**config.mk**
```make
export PLATFORM = sky130hd
export DESIGN_NAME = hufc_ram
export DESIGN_NICKNAME = d
export VERILOG_FILES = /design/src/hdl/hufc_ram.sv
export SDC_FILE = /design/constraint.sdc
export NUM_CORES = 1
export LEC_CHECK = 0
export BUFFER_PORTS_ARGS = -buffer_cell sky130_fd_sc_hd__buf_4
export CORE_MARGIN = 3
export CORE_UTILIZATION = 54
export DETAILED_ROUTE_END_ITERATION = 16
export PLACE_DENSITY_LB_ADDON = 0.05
export SLEW_MARGIN = 40
export SYNTH_ARGS = -nofsm -noshare
export SYNTH_HDL_FRONTEND = slang
export SYNTH_SLANG_ARGS = --single-unit
```
**constraint.sdc**
```tcl
create_clock -name clk -period 1.94 [get_ports clk]
set_clock_uncertainty 0.1 [all_clocks]
set_input_delay 0.388 -clock clk [delete_from_list [all_inputs] [get_ports clk]]
set_output_delay 0.388 -clock clk [all_outputs]
set_load 0.02 [all_outputs]
```
**src/hdl/hufc_ram.sv**
```systemverilog
`default_nettype none
// ----------------------------------------------------------------------------
// hufc_ram
// Generic single-write, single-read RAM with registered read data.
// ----------------------------------------------------------------------------
module hufc_ram #(
  parameter int WIDTH = 8,
  parameter int DEPTH = 16,
  localparam int AW = (DEPTH > 1) ? $clog2(DEPTH) : 1
) (
  input  wire logic                 clk,
  input  wire logic                 wr_en,
  input  wire logic [AW-1:0]        wr_addr,
  input  wire logic [WIDTH-1:0]     wr_data,
  input  wire logic                 rd_en,
  input  wire logic [AW-1:0]        rd_addr,
  output logic      [WIDTH-1:0]     rd_data
);

  logic [WIDTH-1:0] mem [DEPTH];

  always_ff @(posedge clk) begin
    if (wr_en) begin
      mem[wr_addr] <= wr_data;
    end
    if (rd_en) begin
      rd_data <= mem[rd_addr];
    end
  end

endmodule
`default_nettype wire

```
Yosys cells after proc, flatten, opt, wreduce, memory -nomap -nowiden
Memories as Yosys holds them, arrays and structs flattened. A register that Yosys moved wholly into a read port is not among the register bits.
Cells that the tools add are included.
{"block": "word_totals", "reg_bits": 0, "mem_bits_rw": 128, "elab_cells": 3, "mem_count": 1}
{"memory": "mem", "words": 16, "word_bits": 8, "read_ports": 1, "rd_clocked_by_memory_dff": 1, "write_ports": 1, "line": "20", "text": "logic [WIDTH-1:0] mem [DEPTH];"}
{"block": "op_classes", "mux": 2}
{"op": "$mux W1", "n": 2}

Depth between registers and ports, before layout
{"block": "depth", "ltp_word": 2, "depth_mapped": 5, "mapped_depth_nobuf": 3}

Worst setup path before layout
OpenSTA, ideal clock, no wires.
{"block": "synth_path", "kind": "input-to-reg", "start": "input port wr_addr[2]", "end": "memory mem[0][0] (enable)", "setup_ns": 0.383, "arrival_ns": 1.498, "setup_slack_ns": -0.041, "path_stages": 2, "path_buffers": 0, "cell_sequence": "or3b_2 nor3_1"}
{"item": "start, declared", "line": "13", "text": "input wire logic [AW-1:0] wr_addr,"}
{"item": "end, declared", "line": "20"}
Straight into the memory's write port.

==> summary.txt <==
====================================================================================
CP bufs+invs                                                                       0
Overall via count from detail_route                                             2469
Clock buffer count from CTS                                                       17
CP arrival                                                                   1.76 ns
Main area contributors after synthesis                                  edfxtp_1 (78%), mux4_2 (7.8%), mux4_1 (7.0%)
Global-route congestion overflow total                                             0
GRT Total Usage                                                                0.196
Final wirelength                                                        9550 microns
Number of antenna violations at the first check in global routing                  0
Largest net degree at the start of global routing                                 17
Maximum fanout encountered on the critical timing path                             1
Source of the critical timing path                                         mem[1][3]
Final GP Congestion                                                            0.712
Number of antenna diodes                                                           0
End of the worst hold path                                                 mem[7][5]
Worst setup EP type                                                         register
Number of hold violations in the final report                                      0
Number of buffers inserted for hold repair after clock tree synthesis              0
Row count                                                                         35
Synthesized net count                                                            248
Max Clock Freq                                                               627 MHz
Final setup violating endpoints                                                    0
First-pass GRT wire length                                              15300 microns
Length of the first detailed-routing pass in iterations                            4
Number of cells produced by synthesis                                            229
Register clock-pin slew on the reported worst setup and hold paths           0.06 ns
Number of cells on the worst reg-to-reg path                                       3
Outcome                                                                 finished, final reports clean
Flip-flop and latch area                                                  4080 sq um
Placeable core region                                                     9330 sq um
Unrepaired setup endpoints after global routing                                   no
Hold path depth                                                                    1
FF-to-FF setup slack                                                         0.34 ns
Fraction of layout cells with a size suffix above 1                            0.332
Post-route fraction of the period consumed by the critical path                0.823
Share of Yosys cell area claimed by the top area cell type                     0.781
Peak supply drop                                                          0.000555 V
Leakage Power                                                                2.16 nW
Clock tree from TritonCTS                                                        yes
Worst R2R Start                                                            mem[1][3]
Buffers added on ports                                                            26
Routed wire length per instance                                         22.1 microns
CP top delay family                                                     multiplexers
Post-Syn Area                                                             5230 sq um
Critical Path Max Stage Delay                                                0.53 ns
Vias per Instance                                                               5.70
Count of different cell masters after synthesis                                   18
Final slew viol count                                                              0
Overall power of the completed layout                                        6.56 mW
Count of H-tree levels built during CTS                                            4
Yosys warning count                                                                0
Max-slew headroom                                                              0.727
Cell accounting for the most synthesized area                               edfxtp_1
Power per cell area                                                     1040 nW/um^2
Syn Area/Cell                                                             22.8 sq um
Number of gates resized after cts                                                  0
Area used by multi-input combinational logic                              1060 sq um
Buffer cell driving the clock tree root                                     clkbuf_8
Post-CTS Setup Repair Bufs                                                         0
Placement-stage worst setup slack                                         -0.0846 ns
Post-layout utilization of the core                                            0.677
Die Footprint                                                            10900 sq um
DRC Markers                                                                        0
Worst skew pair latency                                                      0.51 ns
Count of nets after finishing                                                    312
Worst Tran Pin Value                                                        0.410 ns
Critical Path RT                                                             2.10 ns
Kind of start point of the critical path                                    register
Vias in the first global route                                                  2623
Initial standard-cell utilization of the core                                  0.560
Minimum clock period after layout                                            1.60 ns
Class of the most critical setup path                                        reg2reg
Worst reg2reg endpoint                                                    rd_data[3]
Flip-flop and latch count after synthesis                                        136
Classification of the worst-slack hold path                                   in2reg
DP Wirelength                                                           6420 microns
Critical Path Slowest Stage Cell                                              mux4_1
Vertical extent of the die                                               104 microns
Total of max-cap violations                                                        0
Horizontal die dimension                                                 104 microns
Clock net sink count                                                             136
Critical path, cell by cell                                             mux4_1, a22oi_1, nand2_1
Startpoint of the most critical hold path                                 wr_data[5]
IO Pins                                                                           27
Initial drt markers                                                              136
Filler instances                                                                 612
P&R area growth vs syn                                                         20.8%
Final ANT Viol Nets                                                                0
Final setup margin                                                          0.344 ns
Worst-case clock buffer depth                                                      2
Share of synthesized area occupied by flip-flops and latches                   0.781
====================================================================================
-- placed cells by master, fill, tap and decap left out --
cell type   synthesis  final
clkinvlp_4          0      3
clkbuf_8            0      1
buf_12              0      5
mux4_2             18     18
nor2b_1             1      1
clkbuf_16           0     16
nor3_1              4      3
mux4_1             14     14
clkbuf_1            0      3
and2_1              1      1
bufinv_16           0      2
nand3b_1            2      2
clkinv_1            0      1
nor2_1             13     13
and2b_1             1      1
a22oi_1            16     16
clkinv_2            0      4
nor3_2              0      1
or3b_2              1      1
nand3_1             1      1
buf_4               1     50
nand2b_1            2      2
edfxtp_1          136    136
nand2_1             9      9
-- state kept, by name, indices dropped and copies added (netlist names) --
signal	count
mem	128
rd_data	8
-- layout make-up --
| class | count | area share |
|---|---|---|
| flip-flops and latches | 136 | 0.647 |
| multi-input cells | 83 | 0.168 |
| repair buffers | 55 | 0.0753 |
| clock buffers | 20 | 0.0674 |
| well taps | 129 | 0.0256 |
| clock inverters | 10 | 0.0168 |
-- routing by layer --
metal	share of wire	track usage
met1	0.44	0.277
met2	0.49	0.296
met3	0.067	0.0515
met4	0.010	0.0798
met5	0	0
-- per-stage QoR --
stage / instances / TNS [ns] / hold slack [ns] / instance area (sq um)
2_1_floorplan: 229 / 0 / 0.387 / 5230
3_3_place_gp: 403 / -0.138 / 0.592 / 5780
3_5_place_dp: 403 / -0.297 / 0.596 / 5780
4_1_cts: 433 / 0 / 0.0561 / 6310
5_1_grt: 433 / 0 / 0.0622 / 6310
6_report: 433 / 0 / 0.0749 / 6310
-- cells in the mapped netlist --
cell	number
nand3b_1	2
edfxtp_1	136
clkdlybuf4s25_2	3
nand3_1	1
and2_1	1
nand2b_1	2
and2b_1	1
buf_6	3
buf_2	3
nor2b_1	1
nor2_1	13
mux4_1	14
nor3_1	4
or3b_2	1
buf_4	1
mux4_2	18
nand2_1	9
a22oi_1	16
-- worst register-to-register path, cell delays in order (launching register included) --
cell,delay (ns)
edfxtp_1,0.36
mux4_1,0.53
a22oi_1,0.28
nand2_1,0.08
-- how the worst max path moves through the flow --
stage,to,slack (ns),cells past startpoint
2_1_floorplan,rd_data[1],0.17,5
3_3_place_gp,rd_data[2],-0.09,6
3_5_place_dp,rd_data[2],-0.08,6
4_1_cts,rd_data[3],0.29,3
5_1_grt,rd_data[1],0.25,3
6_report,rd_data[3],0.34,3
-- where the power goes --
part,switching (mW),leakage (nW),total (mW),internal (mW)
logic,0.187,0.669,0.356,0.169
clock network,1.08,0.254,2.87,1.79
registers,0.0180,1.24,3.33,3.31
-- logic make-up (layout without fill, tap and decap cells) --
family / count (synthesis) / in the layout / synth area share
flip-flops: 136 / 136 / 0.781
AND/OR/NAND/NOR: 35 / 35 / 0.0314
buffers and inverters: 10 / 85 / 0.0165
multiplexers: 32 / 32 / 0.148
AO/OA/AOI/OAI: 16 / 16 / 0.0230
No activity file was read; power rests on OpenSTA's default activity.
